$ cat config.mk
export PLATFORM = sky130hd
export DESIGN_NAME = sha256_byte_stream_hasher
export DESIGN_NICKNAME = d
export VERILOG_FILES = /design/src/rtl/sha_pkg.sv /design/src/rtl/sha256_byte_stream_hasher.sv /design/src/rtl/sha_sched.sv /design/src/rtl/sha_round.sv
export SDC_FILE = /design/constraint.sdc
export NUM_CORES = 2
export LEC_CHECK = 0
export BUFFER_PORTS_ARGS = -buffer_cell sky130_fd_sc_hd__buf_2
export CAP_MARGIN = 30
export CORE_UTILIZATION = 65
export CTS_BUF_LIST = sky130_fd_sc_hd__clkbuf_16
export DETAILED_ROUTE_END_ITERATION = 7
export PLACE_DENSITY = 0.79
export SLEW_MARGIN = 20
export SYNTH_ARGS = -nofsm -noshare
export SYNTH_HDL_FRONTEND = slang
export SYNTH_HIERARCHICAL = 1
export SYNTH_SLANG_ARGS = --single-unit
$ cat constraint.sdc
create_clock -name clk -period 17.95 [get_ports clk]
set_clock_uncertainty 0.15 [all_clocks]
set_input_delay 3.59 -clock clk [delete_from_list [all_inputs] [get_ports clk]]
set_output_delay 3.59 -clock clk [all_outputs]
set_load 0.02 [all_outputs]
$ cat src/rtl/sha_pkg.sv
`timescale 1ns / 1ps

package sha_pkg;

  // Eight 32-bit words; index 0 is the first word (a, or H0).
  typedef logic [7:0][31:0] sha_words_t;

  // Controls for the byte window / message schedule.
  typedef struct packed {
    logic byte_en;   // shift one message byte in
    logic word_en;   // advance the schedule by one word
  } sha_sched_ctrl_t;

  // Controls for the round unit.
  typedef struct packed {
    logic load;      // load working variables from the chaining value
    logic step;      // run one compression round
  } sha_rnd_ctrl_t;

  localparam logic [7:0]  PAD_BYTE   = 8'h80;
  localparam logic [2:0]  LEN_SLOT   = 3'd7;     // byte positions 56..63
  localparam logic [63:0] BLOCK_BITS = 64'd512;

  function automatic logic [31:0] rotr(input logic [31:0] x, input logic [4:0] n);
    logic [63:0] d;
    d = {x, x} >> n;
    return d[31:0];
  endfunction

  function automatic logic [31:0] sha_iv(input logic [2:0] i);
    case (i)
      3'd0: return 32'h6a09e667;
      3'd1: return 32'hbb67ae85;
      3'd2: return 32'h3c6ef372;
      3'd3: return 32'ha54ff53a;
      3'd4: return 32'h510e527f;
      3'd5: return 32'h9b05688c;
      3'd6: return 32'h1f83d9ab;
      3'd7: return 32'h5be0cd19;
      default: return 32'h0;
    endcase
  endfunction

  function automatic logic [31:0] sha_k(input logic [5:0] t);
    case (t)
      6'd0:  return 32'h428a2f98;  6'd1:  return 32'h71374491;
      6'd2:  return 32'hb5c0fbcf;  6'd3:  return 32'he9b5dba5;
      6'd4:  return 32'h3956c25b;  6'd5:  return 32'h59f111f1;
      6'd6:  return 32'h923f82a4;  6'd7:  return 32'hab1c5ed5;
      6'd8:  return 32'hd807aa98;  6'd9:  return 32'h12835b01;
      6'd10: return 32'h243185be;  6'd11: return 32'h550c7dc3;
      6'd12: return 32'h72be5d74;  6'd13: return 32'h80deb1fe;
      6'd14: return 32'h9bdc06a7;  6'd15: return 32'hc19bf174;
      6'd16: return 32'he49b69c1;  6'd17: return 32'hefbe4786;
      6'd18: return 32'h0fc19dc6;  6'd19: return 32'h240ca1cc;
      6'd20: return 32'h2de92c6f;  6'd21: return 32'h4a7484aa;
      6'd22: return 32'h5cb0a9dc;  6'd23: return 32'h76f988da;
      6'd24: return 32'h983e5152;  6'd25: return 32'ha831c66d;
      6'd26: return 32'hb00327c8;  6'd27: return 32'hbf597fc7;
      6'd28: return 32'hc6e00bf3;  6'd29: return 32'hd5a79147;
      6'd30: return 32'h06ca6351;  6'd31: return 32'h14292967;
      6'd32: return 32'h27b70a85;  6'd33: return 32'h2e1b2138;
      6'd34: return 32'h4d2c6dfc;  6'd35: return 32'h53380d13;
      6'd36: return 32'h650a7354;  6'd37: return 32'h766a0abb;
      6'd38: return 32'h81c2c92e;  6'd39: return 32'h92722c85;
      6'd40: return 32'ha2bfe8a1;  6'd41: return 32'ha81a664b;
      6'd42: return 32'hc24b8b70;  6'd43: return 32'hc76c51a3;
      6'd44: return 32'hd192e819;  6'd45: return 32'hd6990624;
      6'd46: return 32'hf40e3585;  6'd47: return 32'h106aa070;
      6'd48: return 32'h19a4c116;  6'd49: return 32'h1e376c08;
      6'd50: return 32'h2748774c;  6'd51: return 32'h34b0bcb5;
      6'd52: return 32'h391c0cb3;  6'd53: return 32'h4ed8aa4a;
      6'd54: return 32'h5b9cca4f;  6'd55: return 32'h682e6ff3;
      6'd56: return 32'h748f82ee;  6'd57: return 32'h78a5636f;
      6'd58: return 32'h84c87814;  6'd59: return 32'h8cc70208;
      6'd60: return 32'h90befffa;  6'd61: return 32'ha4506ceb;
      6'd62: return 32'hbef9a3f7;  6'd63: return 32'hc67178f2;
      default: return 32'h0;
    endcase
  endfunction

endpackage

$ cat src/rtl/sha256_byte_stream_hasher.sv
`timescale 1ns / 1ps

// Channel | Dir | Signals                     | Request carries
// s_*     | in  | tvalid tready tdata tuser   | tdata[7:0] data_byte; tuser func
// m_*     | out | tvalid tready tdata tlast   | tdata[31:0] digest_word,
//         |     |                             | tdata[34:32] word_index; tlast last
//
// The 64th byte of a block starts a compression: the rounds on the shared
// round unit (ST_COMP), then a fold (ST_FOLD), with s_tready low. A finish
// request feeds padding one byte per cycle up to the
// end of the block (one or two blocks), compresses each, then offers eight
// digest words, one per accepted output request. Reset (rst, synchronous)
// loads the SHA-256 initial value and clears counts; m_tready low holds the
// current word without loss.
module sha256_byte_stream_hasher (
  input  logic        clk,
  input  logic        rst,
  input  logic        s_tvalid,
  output logic        s_tready,
  input  logic [7:0]  s_tdata,    // [7:0] data_byte
  input  logic        s_tuser,    // [0] func: 0 absorb, 1 finish
  output logic        m_tvalid,
  input  logic        m_tready,
  output logic [39:0] m_tdata,    // [31:0] digest_word, [34:32] word_index, zero fill
  output logic        m_tlast     // last digest word
);

  localparam logic [2:0] ST_IDLE = 3'd0;
  localparam logic [2:0] ST_PAD  = 3'd1;
  localparam logic [2:0] ST_COMP = 3'd2;
  localparam logic [2:0] ST_FOLD = 3'd3;
  localparam logic [2:0] ST_OUT  = 3'd4;

  logic [2:0]          state;
  logic [5:0]          fill;       // byte position in the current block
  logic [63:0]         length;     // bits in completed blocks
  logic [63:0]         total;      // message length, shifted out MSB first
  logic [5:0]          rnd;
  logic [2:0]          out_idx;
  logic                fin;        // compression belongs to a finish
  logic                pad_first;  // next pad byte is the 0x80 marker
  logic                len_ok;     // length fits in this block
  sha_pkg::sha_words_t h;
  sha_pkg::sha_words_t v;

  sha_pkg::sha_sched_ctrl_t sched_ctrl;
  sha_pkg::sha_rnd_ctrl_t   rnd_ctrl;
  logic [7:0]               byte_in;
  logic [7:0]               pad_byte;
  logic [31:0]              w_cur;
  logic                     s_fire, m_fire, len_byte;

  assign s_tready = (state == ST_IDLE);
  assign s_fire   = s_tvalid && s_tready;
  assign m_tvalid = (state == ST_OUT);
  assign m_fire   = m_tvalid && m_tready;
  assign m_tdata  = {5'd0, out_idx, h[0]};
  assign m_tlast  = (out_idx == 3'd7);

  // Pad byte: marker first, then zeros, then the length in the last eight slots.
  assign len_byte = !pad_first && len_ok && (fill[5:3] == sha_pkg::LEN_SLOT);
  always_comb begin
    if (pad_first) begin
      pad_byte = sha_pkg::PAD_BYTE;
    end else if (len_byte) begin
      pad_byte = total[63:56];
    end else begin
      pad_byte = 8'd0;
    end
  end

  assign byte_in            = (state == ST_PAD) ? pad_byte : s_tdata;
  assign sched_ctrl.byte_en = (s_fire && !s_tuser) || (state == ST_PAD);
  assign sched_ctrl.word_en = (state == ST_COMP);
  assign rnd_ctrl.load      = (s_fire && !s_tuser && fill == 6'd63)
                           || (state == ST_PAD && fill == 6'd63);
  assign rnd_ctrl.step      = (state == ST_COMP);

  sha_sched u_sched (
    .clk     (clk),
    .ctrl    (sched_ctrl),
    .byte_in (byte_in),
    .w_cur   (w_cur)
  );

  sha_round u_round (
    .clk    (clk),
    .ctrl   (rnd_ctrl),
    .h_init (h),
    .w      (w_cur),
    .k      (sha_pkg::sha_k(rnd)),
    .v      (v)
  );

  always_ff @(posedge clk) begin
    if (rst) begin
      state     <= ST_IDLE;
      fill      <= 6'd0;
      length    <= 64'd0;
      rnd       <= 6'd0;
      out_idx   <= 3'd0;
      fin       <= 1'b0;
      pad_first <= 1'b0;
      len_ok    <= 1'b0;
      for (int i = 0; i < 8; i++) begin
        h[i] <= sha_pkg::sha_iv(3'(i));
      end
    end else begin
      case (state)
        ST_IDLE: begin
          if (s_fire) begin
            if (s_tuser) begin
              // Capture the message length, start padding.
              total     <= length + {55'd0, fill, 3'd0};
              fin       <= 1'b1;
              pad_first <= 1'b1;
              state     <= ST_PAD;
            end else begin
              fill <= fill + 6'd1;
              if (fill == 6'd63) begin
                fin   <= 1'b0;
                rnd   <= 6'd0;
                state <= ST_COMP;
              end
            end
          end
        end
        ST_PAD: begin
          fill <= fill + 6'd1;
          if (pad_first) begin
            pad_first <= 1'b0;
            len_ok    <= (fill[5:3] != sha_pkg::LEN_SLOT);
          end
          if (len_byte) begin
            total <= {total[55:0], 8'd0};
          end
          if (fill == 6'd63) begin
            rnd   <= 6'd0;
            state <= ST_COMP;
          end
        end
        ST_COMP: begin
          rnd <= rnd + 6'd1;
          if (rnd == 6'd63) begin
            state <= ST_FOLD;
          end
        end
        ST_FOLD: begin
          for (int i = 0; i < 8; i++) begin
            h[i] <= h[i] + v[i];
          end
          if (!fin) begin
            length <= length + sha_pkg::BLOCK_BITS;
            state  <= ST_IDLE;
          end else if (len_ok) begin
            out_idx <= 3'd0;
            state   <= ST_OUT;
          end else begin
            // Length did not fit: one more block of zeros and length.
            len_ok <= 1'b1;
            state  <= ST_PAD;
          end
        end
        ST_OUT: begin
          if (m_fire) begin
            if (out_idx == 3'd7) begin
              // Digest delivered: start a new message.
              for (int i = 0; i < 8; i++) begin
                h[i] <= sha_pkg::sha_iv(3'(i));
              end
              fill   <= 6'd0;
              length <= 64'd0;
              fin    <= 1'b0;
              state  <= ST_IDLE;
            end else begin
              for (int i = 0; i < 7; i++) begin
                h[i] <= h[i+1];
              end
              out_idx <= out_idx + 3'd1;
            end
          end
        end
        default: begin
          state <= ST_IDLE;
        end
      endcase
    end
  end

endmodule

$ cat src/rtl/sha_sched.sv
`timescale 1ns / 1ps

// 64-byte window. Bytes shift in at the low end; during compression the
// same register rolls one word per round and appends the expanded word.
module sha_sched (
  input  logic                     clk,
  input  sha_pkg::sha_sched_ctrl_t ctrl,
  input  logic [7:0]               byte_in,
  output logic [31:0]              w_cur
);

  logic [511:0] win;
  logic [31:0]  w1, w9, w14, s0, s1, w_new;

  assign w_cur = win[511:480];
  assign w1    = win[479:448];
  assign w9    = win[223:192];
  assign w14   = win[63:32];

  assign s0    = sha_pkg::rotr(w1, 5'd7) ^ sha_pkg::rotr(w1, 5'd18) ^ (w1 >> 3);
  assign s1    = sha_pkg::rotr(w14, 5'd17) ^ sha_pkg::rotr(w14, 5'd19) ^ (w14 >> 10);
  assign w_new = s1 + w9 + s0 + w_cur;

  always_ff @(posedge clk) begin
    if (ctrl.byte_en) begin
      win <= {win[503:0], byte_in};
    end else if (ctrl.word_en) begin
      win <= {win[479:0], w_new};
    end
  end

endmodule

$ cat src/rtl/sha_round.sv
`timescale 1ns / 1ps

// Working variables a..h and one SHA-256 round per step.
module sha_round (
  input  logic                   clk,
  input  sha_pkg::sha_rnd_ctrl_t ctrl,
  input  sha_pkg::sha_words_t    h_init,
  input  logic [31:0]            w,
  input  logic [31:0]            k,
  output sha_pkg::sha_words_t    v
);

  logic [31:0] t1, t2, big_s0, big_s1, ch, maj;

  assign big_s1 = sha_pkg::rotr(v[4], 5'd6) ^ sha_pkg::rotr(v[4], 5'd11)
                ^ sha_pkg::rotr(v[4], 5'd25);
  assign ch     = (v[4] & v[5]) ^ (~v[4] & v[6]);
  assign big_s0 = sha_pkg::rotr(v[0], 5'd2) ^ sha_pkg::rotr(v[0], 5'd13)
                ^ sha_pkg::rotr(v[0], 5'd22);
  assign maj    = (v[0] & v[1]) ^ (v[0] & v[2]) ^ (v[1] & v[2]);
  assign t1     = v[7] + big_s1 + ch + k + w;
  assign t2     = big_s0 + maj;

  always_ff @(posedge clk) begin
    if (ctrl.load) begin
      v <= h_init;
    end else if (ctrl.step) begin
      v[7] <= v[6];
      v[6] <= v[5];
      v[5] <= v[4];
      v[4] <= v[3] + t1;
      v[3] <= v[2];
      v[2] <= v[1];
      v[1] <= v[0];
      v[0] <= t1 + t2;
    end
  end

endmodule
==> metrics.md <==
| Metric | Value |
|---|---|
| Dominant cells by area after synthesis | edfxtp_1 31%, mux2_2 9.3%, dfxtp_1 9.1% |
| M1 WL | approximately 99 mm |
| TritonRoute pass-1 iters | 7 |
| Starting Density | around 66% |
| Top FF cell, synth | edfxtp_1 |
| ANT nets after route | 0 |
| Cells after Synth | roughly 8000 |
| Syn avg cell area | just over 10 um2 |
| Sequential-to-total area share from yosys stat | between 40% and 50% |
| Hold_sp | h[250] |
| Worst Hold Depth | 2 |
| Critical Path Fanout Max | 6 |
| Worst reg-to-reg path cell count | 27 |
| Top delay family on crit path | adder cells |
| Worst R2R End | u_round/v[30] |
| Most common cell after layout, fill and taps aside | edfxtp_1 |
| All-layer global routing usage | a little under two fifths |
| GR Overflow Total | 0 |
| CP dominant cell by count | fa_1 |
| Clk root buf | clkbuf_16 |
| Final worst-path cycle share | 44.5% |
| Critical path type | reg2reg |
| Worst Setup Start Kind | flop |
| Ports | between 50 and 60 |
| Lkg Pwr | approximately 0.033 uW |
| Number of global-route vias before repair | around 60000 |
| Max-cap violations | 0 |
| Final Critical Period | roughly 8 ns |
| DIE AREA | 124000 um2 |
| IO buf count | 50 |
| Largest net degree at the start of global routing | between 150 and 200 |
| Drc violations | 0 |
| Reg-to-reg setup timing slack | 9.96 ns |
| Top Layer Used | met5 |
| Hold_buf cts | 0 |
| Initial antenna violation count | 2 |
| Peak VDD IR | between 0.15 and 0.2 mV |
| Clock transition at the registers of the reported paths | approximately 0.06 ns |
| Status | complete, no violations |
| Syn-to-layout area delta | 6.20% |
| Die Y-Extent | 353 um |
| Least-Margin Pin Slew | ~1.2 ns |
| Inserted Clock Buffers | about 140 |
| Post-CTS Setup Repair Bufs | 0 |
| Fmax achieved | about 0.13 GHz |
| Via count | around 63000 |
| CP max stage cell | edfxtp_1 |
| CTS tree | built |
| Arr. time, crit path | around 8.3 ns |
| Cells after DPL | between 9000 and 10000 |
| CTS sink cnt | about 1200 |
| WL/cell | roughly 25 um |
| CTS resizes | 0 |
| CP endpoint kind | flop |
| Avg Vias per Cell | roughly 6.6 |
| Worst Setup SP | u_round/v[154] |
| Site Rows | ~130 |
| Final-report max-slew violation count | 0 |
| Finish-stage setup viols | 0 |
| Clock latency on the worst-skew pair | roughly 0.77 ns |
| Final Hold Viols | 0 |
| Worst hold path type | reg2reg |
| Hold EP | h[250] |
| Area share of the largest cell type after synthesis | between 30% and 40% |
| Crit path largest cell delay | between 0.6 and 0.7 ns |
| Yosys top cell by area | edfxtp_1 |
| CTS H-tree depth | 4 |
| Worst path buffer plus inverter count | 3 |
| Max-slew headroom | 21.1% |
| Fin cells | 9436 |
| WP data required | about 18 ns |
| Power per cell area | between 100 and 150 nW/um2 |
| EDFF count, synth | slightly above 800 |
| Synth warn | 6 |
| Drt first-iter violations | between 8000 and 9000 |
| Gpl congestion | 1.01 |
| Fraction of registers with async set or reset after synthesis | 0% |
| Core ar. | between 100000 and 150000 um2 |
| Most frequent cells in the layout | 829 x edfxtp_1, 685 x nand2_1, 659 x mux2_2 |
| Synth Cell Area | 80000 um2 |
| Dpl hpwl | approximately 170 mm |
| DRT Wirelength | about 240 mm |
| Worst r2r src | u_round/v[154] |
| First-pass GRT wire length | 358 mm |
| Yosys cell types | between 100 and 150 |
| RSZ-0062 raised after global routing | no |
| Clock buffer depth | 3 |
| Layout Nets | about 8300 |
| Wire length on met2 | just over 100 mm |
| Seq cells post-synth | 1193 |
| Horiz. Die Dim | 353 um |
| Layout cells sized above 1 | between 10 and 15% |
| WL met3 | ~27 mm |
| Setup TNS | 0 ns |
per-stage QoR:
step | total power (uW) | hold WS (ns) | instance area, um2 | utilization (%) | setup slack [ns]
global placement | 7040 | 0.330 | 80600 | 66.1 | 8.65
CTS | 9780 | 0.344 | 84900 | 69.6 | 9.52
finish | 9860 | 0.345 | 84900 | 69.7 | 9.96
detailed placement | 7120 | 0.336 | 80700 | 66.2 | 8.72
floorplan | 6140 | 0.306 | 80000 | - | 6.20
global route | 10300 | 0.367 | 84900 | 69.7 | 9.69
layer usage:
| layer | GRT usage (%) | vias to the layer above |
|---|---|---|
| met5 | 0 | - |
| met4 | 13.8 | 2 |
| met3 | 9.09 | 555 |
| met2 | 54.6 | 3383 |
| met1 | 53.1 | 30522 |
| li1 | - | 28184 |
registers in the layout, indices dropped and copies added, names as in the netlist, named ones only:
signal and flops:
u_sched/win 512, u_round/v 256, h 224, total 61
length 55, m_tdata 32, fill 6, rnd 6
out_idx 3, state 3, fin 1, len_ok 1
pad_first 1
worst min-delay path: stages (launching register included):
cell	delay (ns)
dfxtp_1	0.33
nand2_1	0.06
o21ai_0	0.06
worst max-delay path by stage:
stage	slack, ns	end	cells past startpoint
6_report	9.96	u_round/v[30]	27
5_1_grt	9.69	u_sched/win[300]	7
4_1_cts	9.52	u_sched/win[445]	8
3_5_place_dp	8.72	u_sched/win[445]	8
3_3_place_gp	8.65	u_sched/win[341]	8
2_1_floorplan	6.20	u_sched/win[0]	6
cell type report:
type | count | area (um2)
timing repair buffer | 119 | 913
antenna | 1 | 2.50
tap | 1625 | 2030
clock buffer | 139 | 3480
fill | 9105 | 36900
clock inverter | 103 | 677
multi-input combinational | 5770 | 43800
sequential | 1193 | 32200
inverter | 486 | 1830
cells by family (layout without fill, tap and decap cells):
logic type	after synthesis	count (layout)	share of synthesized area, %
compound gates	1994	1994	16.1
xor+xnor	635	635	6.98
fa+ha+maj	593	593	11.1
buf+inv	990	847	5.12
flops	1193	1193	40.2
mux	694	694	9.73
other cells	1	7	0.00469
simple gates	1848	1848	10.7
synthesized netlist by cell type (all sizes together), types with 82 or more instances:
cell / instances
a21o: 227
o21ai: 549
xnor2: 389
fa: 195
buf: 146
nand2: 691
clkbuf: 358
inv: 486
mux2: 659
xor2: 245
nor3: 187
dfxtp: 364
edfxtp: 829
a31oi: 86
ha: 395
a211oi: 87
o211ai: 82
nand3: 154
nor2: 420
a21oi: 487
power by group:
part	switching [uW]	internal [uW]	leakage [uW]
combinational	2250	1500	0.0198
sequential	170	3300	0.0107
clock	1170	1470	0.00219
(Power assumes the default switching activity.)
